## src/ps2mpc_pkg.sv

```systemverilog
// Package for the PS/2 mouse packet cursor block.
// Holds the shared types and constants; no dependencies.
`timescale 1ns / 1ps

package ps2mpc_pkg;

    localparam int unsigned PosW   = 13;
    localparam int unsigned DxW    = 9;
    localparam int unsigned DyW    = 10;
    localparam int unsigned BtnW   = 3;
    localparam int unsigned OutW   = 48;

    localparam logic [7:0] AckByte  = 8'hFA;
    localparam logic [7:0] HdrMask  = 8'hC8;
    localparam logic [7:0] HdrMatch = 8'h08;

    localparam logic [PosW-1:0] WidthReset  = 13'd1024;
    localparam logic [PosW-1:0] HeightReset = 13'd768;

    typedef enum logic {
        REG_WIDTH  = 1'b0,
        REG_HEIGHT = 1'b1
    } reg_index_t;

    typedef enum logic [1:0] {
        PH_ACK = 2'd0,
        PH_HDR = 2'd1,
        PH_X   = 2'd2,
        PH_Y   = 2'd3
    } phase_t;

    // A complete packet as seen on the beat of its third byte.
    typedef struct packed {
        logic            valid;
        logic [BtnW-1:0] buttons;
        logic            x_sign;
        logic            y_sign;
        logic [7:0]      x_byte;
        logic [7:0]      y_byte;
    } packet_t;

    typedef struct packed {
        logic                  valid;
        logic [PosW-1:0]       cursor_x;
        logic [PosW-1:0]       cursor_y;
        logic [BtnW-1:0]       buttons;
        logic signed [DxW-1:0] delta_x;
        logic signed [DyW-1:0] delta_y;
    } result_t;

endpackage

```

## src/ps2mpc_frame.sv

```systemverilog
// Byte framing for the PS/2 mouse packet cursor block: acknowledge wait,
// header check and storage of the packet bytes. Depends on ps2mpc_pkg.
`timescale 1ns / 1ps

module ps2mpc_frame (
    input  logic                clk,
    input  logic                rst_n,
    input  logic                step,
    input  logic [7:0]          data_byte,
    output ps2mpc_pkg::packet_t packet
);

    ps2mpc_pkg::phase_t phase_reg;
    ps2mpc_pkg::phase_t phase_next;
    logic [7:0]         header_reg;
    logic [7:0]         header_next;
    logic [7:0]         x_byte_reg;
    logic [7:0]         x_byte_next;
    logic               header_ok;

    assign header_ok = (data_byte & ps2mpc_pkg::HdrMask) == ps2mpc_pkg::HdrMatch;

    // Next state.
    always_comb
    begin
        phase_next = phase_reg;
        unique case (phase_reg)
            ps2mpc_pkg::PH_ACK:
            begin
                if (data_byte == ps2mpc_pkg::AckByte)
                begin
                    phase_next = ps2mpc_pkg::PH_HDR;
                end
            end
            ps2mpc_pkg::PH_HDR:
            begin
                if (header_ok)
                begin
                    phase_next = ps2mpc_pkg::PH_X;
                end
            end
            ps2mpc_pkg::PH_X: phase_next = ps2mpc_pkg::PH_Y;
            ps2mpc_pkg::PH_Y: phase_next = ps2mpc_pkg::PH_HDR;
            default:          phase_next = ps2mpc_pkg::PH_ACK;
        endcase
    end

    // Outputs and byte storage.
    always_comb
    begin
        header_next    = header_reg;
        x_byte_next    = x_byte_reg;
        packet.valid   = 1'b0;
        packet.buttons = header_reg[2:0];
        packet.x_sign  = header_reg[4];
        packet.y_sign  = header_reg[5];
        packet.x_byte  = x_byte_reg;
        packet.y_byte  = data_byte;
        unique case (phase_reg)
            ps2mpc_pkg::PH_ACK: ;
            ps2mpc_pkg::PH_HDR:
            begin
                if (header_ok)
                begin
                    header_next = data_byte;
                end
            end
            ps2mpc_pkg::PH_X: x_byte_next = data_byte;
            ps2mpc_pkg::PH_Y: packet.valid = 1'b1;
            default: ;
        endcase
    end

    always_ff @(posedge clk or negedge rst_n)
    begin
        if (!rst_n)
        begin
            phase_reg  <= ps2mpc_pkg::PH_ACK;
            header_reg <= 8'h00;
            x_byte_reg <= 8'h00;
        end
        else if (step)
        begin
            phase_reg  <= phase_next;
            header_reg <= header_next;
            x_byte_reg <= x_byte_next;
        end
    end

endmodule

```

## src/ps2mpc_cursor.sv

```systemverilog
// Cursor update for the PS/2 mouse packet cursor block: delta decode,
// position add and clamp, position registers. Depends on ps2mpc_pkg.
`timescale 1ns / 1ps

module ps2mpc_cursor (
    input  logic                           clk,
    input  logic                           rst_n,
    input  logic                           step,
    input  ps2mpc_pkg::packet_t            packet,
    input  logic [ps2mpc_pkg::PosW-1:0]    screen_width,
    input  logic [ps2mpc_pkg::PosW-1:0]    screen_height,
    output ps2mpc_pkg::result_t            result
);

    localparam int unsigned SumW = ps2mpc_pkg::PosW + 2;

    logic [ps2mpc_pkg::PosW-1:0]           pos_x_reg;
    logic [ps2mpc_pkg::PosW-1:0]           pos_y_reg;
    logic signed [ps2mpc_pkg::DxW-1:0]     dx;
    logic signed [ps2mpc_pkg::DyW-1:0]     dy;
    logic signed [SumW-1:0]                sum_x;
    logic signed [SumW-1:0]                sum_y;
    logic [ps2mpc_pkg::PosW-1:0]           new_x;
    logic [ps2mpc_pkg::PosW-1:0]           new_y;

    // Nine-bit movement from the sign bit and the data byte; Y is widened to
    // ten bits and negated so that positive values move down the screen.
    assign dx = {packet.x_sign, packet.x_byte};
    assign dy = ps2mpc_pkg::DyW'(0) - {packet.y_sign, packet.y_sign, packet.y_byte};

    assign sum_x = $signed({2'b00, pos_x_reg}) + SumW'(dx);
    assign sum_y = $signed({2'b00, pos_y_reg}) + SumW'(dy);

    // Lower clamp to zero first, then the upper limit.
    always_comb
    begin
        priority if (sum_x < 0)
        begin
            new_x = '0;
        end
        else if (sum_x > $signed({2'b00, screen_width}))
        begin
            new_x = screen_width;
        end
        else
        begin
            new_x = sum_x[ps2mpc_pkg::PosW-1:0];
        end

        priority if (sum_y < 0)
        begin
            new_y = '0;
        end
        else if (sum_y > $signed({2'b00, screen_height}))
        begin
            new_y = screen_height;
        end
        else
        begin
            new_y = sum_y[ps2mpc_pkg::PosW-1:0];
        end
    end

    assign result.valid    = packet.valid;
    assign result.cursor_x = new_x;
    assign result.cursor_y = new_y;
    assign result.buttons  = packet.buttons;
    assign result.delta_x  = dx;
    assign result.delta_y  = dy;

    always_ff @(posedge clk or negedge rst_n)
    begin
        if (!rst_n)
        begin
            pos_x_reg <= '0;
            pos_y_reg <= '0;
        end
        else if (step && packet.valid)
        begin
            pos_x_reg <= new_x;
            pos_y_reg <= new_y;
        end
    end

endmodule

```

## src/ps2_mouse_packet_cursor.sv

```systemverilog
// Top level of the PS/2 mouse packet cursor block: input register, config
// registers and result register around ps2mpc_frame and ps2mpc_cursor.
// Depends on ps2mpc_pkg, ps2mpc_frame and ps2mpc_cursor.
`timescale 1ns / 1ps

// Usage
// The slave stream takes one raw mouse byte per beat on s_axis_tdata. After
// reset every byte is dropped until the 0xFA acknowledge byte arrives; from
// then on bytes are framed as three-byte packets. A header byte with bit 3
// clear or an overflow flag set is dropped and the framer keeps looking for
// a header. The third byte of each packet produces one beat on the master
// stream with the clamped cursor, the buttons and the decoded deltas.
// Bytes that complete no packet produce no output beat.
// Timing: a byte is captured in the input register; when it advances it is
// decoded and added to the cursor combinationally, and its result is loaded
// into the output register, which drives m_axis_tvalid. One byte per cycle
// is sustained while the output beats are taken; the cursor add and clamp
// are combinational and close their loop through the position registers.
// Stalls: while the output register holds an untaken beat the input
// register stops, and s_axis_tready drops once that register is full.
// Configuration: cfg_index 0 writes the width limit, 1 the height limit;
// write only while the block is idle. cfg_ready is always high.
// Reset clears the framer to the acknowledge wait, the cursor to zero, the
// limits to 1024 by 768 and empties both registers.

module ps2_mouse_packet_cursor (
    input  logic                           clk,
    input  logic                           rst_n,
    input  logic                           s_axis_tvalid,
    output logic                           s_axis_tready,
    input  logic [7:0]                     s_axis_tdata,   // [7:0] data_byte
    output logic                           m_axis_tvalid,
    input  logic                           m_axis_tready,
    // [12:0] cursor_x, [25:13] cursor_y, [28:26] buttons,
    // [37:29] delta_x, [47:38] delta_y
    output logic [ps2mpc_pkg::OutW-1:0]    m_axis_tdata,
    input  logic                           cfg_valid,
    output logic                           cfg_ready,
    input  logic                           cfg_index,
    input  logic [ps2mpc_pkg::PosW-1:0]    cfg_data
);

    logic                              in_valid_reg;
    logic [7:0]                        in_byte_reg;
    logic                              advance;
    logic                              out_valid_reg;
    logic                              out_valid_next;
    logic [ps2mpc_pkg::OutW-1:0]       out_data_reg;
    logic [ps2mpc_pkg::PosW-1:0]       width_reg;
    logic [ps2mpc_pkg::PosW-1:0]       height_reg;
    ps2mpc_pkg::packet_t               packet;
    ps2mpc_pkg::result_t               result;
    ps2mpc_pkg::reg_index_t            cfg_sel;

    // The held byte moves on when the output register has room for a result.
    assign advance       = in_valid_reg && (!out_valid_reg || m_axis_tready);
    assign s_axis_tready = !in_valid_reg || advance;
    assign cfg_ready     = 1'b1;
    assign cfg_sel       = ps2mpc_pkg::reg_index_t'(cfg_index);

    ps2mpc_frame u_frame (
        .clk       (clk),
        .rst_n     (rst_n),
        .step      (advance),
        .data_byte (in_byte_reg),
        .packet    (packet)
    );

    ps2mpc_cursor u_cursor (
        .clk           (clk),
        .rst_n         (rst_n),
        .step          (advance),
        .packet        (packet),
        .screen_width  (width_reg),
        .screen_height (height_reg),
        .result        (result)
    );

    always_comb
    begin
        priority if (advance && result.valid)
        begin
            out_valid_next = 1'b1;
        end
        else if (m_axis_tready)
        begin
            out_valid_next = 1'b0;
        end
        else
        begin
            out_valid_next = out_valid_reg;
        end
    end

    always_ff @(posedge clk or negedge rst_n)
    begin
        if (!rst_n)
        begin
            in_valid_reg  <= 1'b0;
            out_valid_reg <= 1'b0;
            width_reg     <= ps2mpc_pkg::WidthReset;
            height_reg    <= ps2mpc_pkg::HeightReset;
        end
        else
        begin
            if (s_axis_tready)
            begin
                in_valid_reg <= s_axis_tvalid;
            end
            out_valid_reg <= out_valid_next;
            if (cfg_valid)
            begin
                unique case (cfg_sel)
                    ps2mpc_pkg::REG_WIDTH:  width_reg  <= cfg_data;
                    ps2mpc_pkg::REG_HEIGHT: height_reg <= cfg_data;
                    default: ;
                endcase
            end
        end
    end

    // Payload registers carry no reset.
    always_ff @(posedge clk)
    begin
        if (s_axis_tready && s_axis_tvalid)
        begin
            in_byte_reg <= s_axis_tdata;
        end
        if (advance && result.valid)
        begin
            out_data_reg <= {result.delta_y, result.delta_x, result.buttons,
                             result.cursor_y, result.cursor_x};
        end
    end

    assign m_axis_tvalid = out_valid_reg;
    assign m_axis_tdata  = out_data_reg;

endmodule
```

## config.mk

```make
export PLATFORM = sky130hd
export DESIGN_NAME = ps2_mouse_packet_cursor
export DESIGN_NICKNAME = d
export VERILOG_FILES = /design/src/ps2mpc_pkg.sv /design/src/ps2mpc_frame.sv /design/src/ps2mpc_cursor.sv /design/src/ps2_mouse_packet_cursor.sv
export SDC_FILE = /design/constraint.sdc
export NUM_CORES = 1
export LEC_CHECK = 0
export ABC_CLOCK_PERIOD_IN_PS = 11550
export BUFFER_PORTS_ARGS = -buffer_cell sky130_fd_sc_hd__clkbuf_2
export CAP_MARGIN = 20
export CORE_UTILIZATION = 35
export DETAILED_ROUTE_END_ITERATION = 7
export PLACE_DENSITY_LB_ADDON = 0.08
export SLEW_MARGIN = 20
export SYNTH_ARGS = -nofsm -noshare
export SYNTH_HDL_FRONTEND = slang
export SYNTH_HIERARCHICAL = 1
export SYNTH_SLANG_ARGS = --single-unit
export TNS_END_PERCENT = 20
```

## constraint.sdc

```tcl
create_clock -name clk -period 11.55 [get_ports clk]
set_input_delay 0.5775 -clock clk [delete_from_list [all_inputs] [get_ports clk]]
set_output_delay 0.5775 -clock clk [all_outputs]
set_load 0.005 [all_outputs]
```

; ---- After elaboration in Yosys (flattened, before gate mapping)
; Cells that the tools add are included.
[op_classes]
eq_ne = 7
shifts = 0
bitwise_logic = 1
n_mux = 10
multipliers = 0
add_sub_neg = 3
n_reduce_logical = 14
n_lt_le_gt_ge = 4
n_div = 0
[ops]
columns = op, count
row1 = two-way mux 13 bit, 4
row2 = > comparator 15 x 14 -> 1 bit, 2
row3 = "less-than comparator 15 x 1 -> 1 bit, second input constant", 2
row4 = adder 14 x 10 -> 15 bit, 1
row5 = adder 14 x 9 -> 15 bit, 1
row6 = "subtractor 1 x 9 -> 10 bit, first input constant", 1
row7 = "== test 8 bit, second input constant", 1
row8 = one-hot mux 2 bit (4 select lines), 1
row9 = AND reduction 2 bit, 3
row10 = AND reduction 3 bit, 2
row11 = "== test 2 bit, second input constant", 2
row12 = two-way mux 2 bit, 2
row13 = "inequality test 2 x 1 -> 1 bit, second input constant", 2
row14 = "== test 3 x 1 -> 1 bit, second input constant", 1
row15 = logical AND 1 bit, 3
row16 = two-way mux 1 bit, 3
row17 = "== test 2 x 1 -> 1 bit, second input constant", 1
row18 = logical NOT 1 bit, 2
row19 = logical NOT 2 bit, 1
row20 = logical OR 1 bit, 2
row21 = nonzero test 2 bit, 1
row22 = inverter 1 bit, 1
[word_totals]
word_cells = 50
rom_bits = 0
n_memories = 0
input_bits = 27
out_inout_bits = 51
latchBits = 0
reg_bits = 126
ram_bits = 0

; ---- Longest topological paths before layout
[depth]
word_depth = 5
mapped_depth = 22
mapped_depth_nobuf = 20

; ---- Cells and area by module
; The synthesis kept the hierarchy.
[by_module_without_submodules]
columns = mod, area_each_um2, cells_each, seq_area_each_um2, n_inst
row1 = ps2mpc_cursor, 3664.8, 443, 650.6, 1
row2 = ps2_mouse_packet_cursor, 2819.0, 124, 2386.0, 1
row3 = ps2mpc_frame, 742.0, 55, 375.4, 1

; ---- Worst setup path before layout
; OpenSTA, ideal clock, no wires.
[synth_path]
path_type = register -> register
startpoint = register in_byte_reg[0]
endpoint = register out_data_reg (netlist bit m_axis_tdata[25]) (data pin)
n_path_buf = 2
arrival_ps = 3965
required_ps = 11284
path_slack_ps = 7320
path_stages_with_launch = 22
setup_ps = 266
period_less_slack_ps = 4230
cell_sequence = edfxtp_1 > buf_4 > inv_1 > ha_1 > nand2_1 > or3_1 > xor2_1 > ha_1 > o21ai_0 > nor3_1 > a211oi_1 > xnor2_1 > ha_1 > o21ai_0 > o21bai_1 > a21o_1 > a21oi_1 > o21ai_0 > a21oi_2 > buf_2 > mux2i_1 > nor2_1
[synth_rtl]
columns = item, line
row1 = "start, declared", ps2_mouse_packet_cursor.sv:44  ; logic [7:0] in_byte_reg;
row2 = "start signal, assigned", ps2_mouse_packet_cursor.sv:127  ; in_byte_reg <= s_axis_tdata;
row3 = "end signal, assigned", ps2_mouse_packet_cursor.sv:131  ; out_data_reg <= {result.delta_y, result.delta_x, result.buttons,
row4 = "end, declared", ps2_mouse_packet_cursor.sv:48  ; logic [ps2mpc_pkg::OutW-1:0] out_data_reg;

==> impl_metrics.toml <==
[timing]
timing.fmax_ghz = 0.196
fin_crit_ps = 5100
tns_ps = 0
maxSlewHeadroom_pct = 30.6
period_share_pct = 44.1
rsz0062_at_grt = "false"
worst_slew_pin_slew_ps = 1040
hold_ws_ps = 339
setup_viol = 0
finClkSkew_ps = 8.29
final-hold-violation-count = 0
drv_slew = 0

[grt]
grt_pass1_wl_um = 26200
antenna_found_initial = 1
grt_pass1_vias = 4870
grt_remaining_overflow = 0
grt_usage_pct = 16.2
grt_max_degree = 70

[hold_path]
hold_start = "s_axis_tdata[4]"
hold_end = "in_byte_reg[4]"
hold_path_class = "input port to register"
hold_depth = 1

[routing]
wl_per_cell_um = 17.0
top_layer = "met4"
vias = 4860
firstDrtPassIters = 4
drt_wl_total_um = 16500
postRouteAntennaNets = 0
dr_wl_met2_um = 8210
routedLengthMet1_um = 7480
drcViolationCount = 0
wl_met3_um = 507
vias_per_cell = 4.99
drt_iter0_drc = 261

[synthesis]
async_reset_ff_share_pct = 55.2
syn_nets = 714
synth-main-ff-cell = "dfrtp_1"
synth_warnings = 6
ys_seq_area_share_pct = 47.2
synth_cell_types = 68
synth-seq-cells = 125
synth_area_per_cell_sq_um = 11.6
synthCells = 622
synth_edf_count = 56
synth.cell_area_sq_um = 7230

[pwr]
leakagePower_nw = 3.76
p_comb_share_pct = 55.8
swShare_pct = 40.6
seq_power_share_pct = 25.5
p_int_mw = 1.81
clock_power_share_pct = 18.7
p_sw_mw = 1.24
irDropWorstVdd_mv = 0.156
power_density_nw_per_um2 = 364

[critical_path]
end_kind = "register"
worst_path_most_repeated_cell = "nor3_1"
slowest_delay_ps = 800
cp.buffers_inverters = 0
cp_cell_sequence = "nor3_1, nor3b_1, xnor2_1, ha_1, nor3_1, nor3_1, a211oi_1, xnor2_1, ha_1, o21ai_0, o21bai_1, a21o_1, a21oi_1, o21ai_0, a21oi_2, mux2i_1, nor2_1"
rr_startpoint = "in_byte_reg[0]"
crit_fanout = 13
arrival_ps = 5260
r2r_end = "m_axis_tdata[19]"
cp-start-kind = "register"
criticalPathCategory = "register to register"
critPathTopFamily = "compound AO/OA/AOI/OAI gates"
required_ps = 11710
worst_path_max_delay_cell = "a21oi_2"
reg2reg_slack_ps = 6450
worst-r2r-cell-count = 17

[floorplan]
ios = 78
std_cell_rows = 52
start_util_pct = 35.7
die_y_um = 146
dieArea_sq_um = 21200
core_sq_um = 20200
die_w_um = 146

[layout]
syn_to_final_growth_pct = 15.9
fill_cells = 1952
largest_register_ffs = 48
drive_above_1_share_pct = 25.9
nets = 781
fin_cells = 973
multi_input_area_sq_um = 3370
seq_area_sq_um = 3410

[cts]
cts_buffer_depth = 2
hold_buffers = 0
clk_pin_slew_ps = 60
cts_tree = "done"
clock_latency_ps = 410
cts_resized = 0
h-tree-depth = 4
postCtsSetupRepairBufs = 0
cts_sinks = 125
clockRootBuffer = "clkbuf_16"
numCtsBuffers = 17

[placement]
placedCellCount = 940
dp_hpwl_um = 12300
io_buffers = 76
gp_congestion = 0.843

[flow_run]
drv_cap = 0

[status]
status = "finished clean"
==> Yosys cell counts (all sizes together), types with 3 or more instances <==
master  count  share of area [%]
a21o        6               0.62
or3         8               0.69
nand4       5               0.43
nand3       7               0.48
a22o        3               0.73
buf        27                2.9
xnor2      23                2.8
o21ai      31                2.2
nor2b       3               0.36
mux2i      14                1.9
nor2       32                1.7
o21a        5               0.52
or2         3               0.26
dfstp       3                1.1
inv        54                2.8
clkbuf      6               0.45
nand2      44                2.3
dfrtp      66                 23
a21oi      30                2.1
mux2       52                9.1
xor2        7               0.85
a31oi       9               0.78
a211oi      6               0.62
ha         63                 11
nor3        7               0.48
and3        4               0.35
edfxtp     56                 23
o21bai      3               0.31
and2        4               0.35
nand2b      7               0.71
==> cells in the final DEF (no fill, tap or decap), drive strengths merged, types with 8 or more instances in the layout <==
master  netlist  layout
inv          54      55
mux2i        14      14
clkbuf        6      97
nand2        44      44
o21ai        31      31
a31oi         9       9
edfxtp       56      56
or3           8       8
a21oi        30      30
nor2         32      32
dfrtp        66      66
xnor2        23      23
mux2         52      52
ha           63      63
==> logic make-up (layout without fill, tap and decap cells) <==
| group | Yosys count | in the layout | synth area share (%) |
|---|---|---|---|
| multiplexers | 66 | 66 | 11.0 |
| other | 1 | 2 | 0.0519 |
| adder cells (fa/ha/maj) | 65 | 65 | 11.5 |
| buffers and inverters | 87 | 167 | 6.18 |
| AO/OA/AOI/OAI | 113 | 113 | 10.9 |
| XOR/XNOR | 30 | 30 | 3.64 |
| flip-flops | 125 | 125 | 47.2 |
| AND/OR/NAND/NOR | 135 | 135 | 9.49 |
==> layer usage <==
metal	vias to the layer above	GRT usage [%]
met2	94	27.6
li1	2340	-
met3	22	3.13
met5	-	0
met1	2404	20.1
met4	0	6.53
==> how the worst max path moves through the flow <==
stage	from	cells after the start	slack, ps	end
4_1_cts	in_byte_reg[0]	17	6480	m_axis_tdata[22]
5_1_grt	in_byte_reg[0]	17	6100	m_axis_tdata[19]
3_5_place_dp	in_byte_reg[0]	16	6540	m_axis_tdata[22]
6_report	in_byte_reg[0]	17	6450	m_axis_tdata[19]
2_1_floorplan	in_byte_reg[0]	21	7320	m_axis_tdata[25]
3_3_place_gp	in_byte_reg[0]	19	6630	m_axis_tdata[22]
==> final cells by class <==
class                      count  share of cell area (%)
antenna                        1                  0.0299
clock buffer                  22                    5.54
clock inverter                10                    1.96
inverter                      54                    2.42
multi-input combinational    410                    40.3
sequential                   125                    40.7
tap                          270                    4.03
timing repair buffer          81                    4.99
==> through the flow <==
stage	utilization [%]	power (mW)	worst slack (ps)	area [sq um]
global route	41.4	3.31	6100	8380
floorplan	-	2.10	7320	7230
finish	41.4	3.05	6450	8380
detailed placement	38.3	2.49	6540	7740
CTS	41.4	3.08	6480	8370
global placement	38.3	2.47	6630	7740
==> worst register-to-register path, delay by kind of cell, from the launching register on <==
family          cells  cell delay [ps]
compound gates      7             1810
xor+xnor            2              390
fa+ha+maj           2              590
flops               1              500
mux                 1              350
simple gates        5             1210
==> power groups by stage <==
stage / combinational, mW / clock, mW / sequential (mW)
floorplan: 1.33 / 0 / 0.762
global placement: 1.68 / 0 / 0.790
detailed placement: 1.70 / 0 / 0.788
CTS: 1.72 / 0.583 / 0.784
global route: 1.90 / 0.600 / 0.801
finish: 1.70 / 0.570 / 0.780
(Power assumes the default switching activity.)
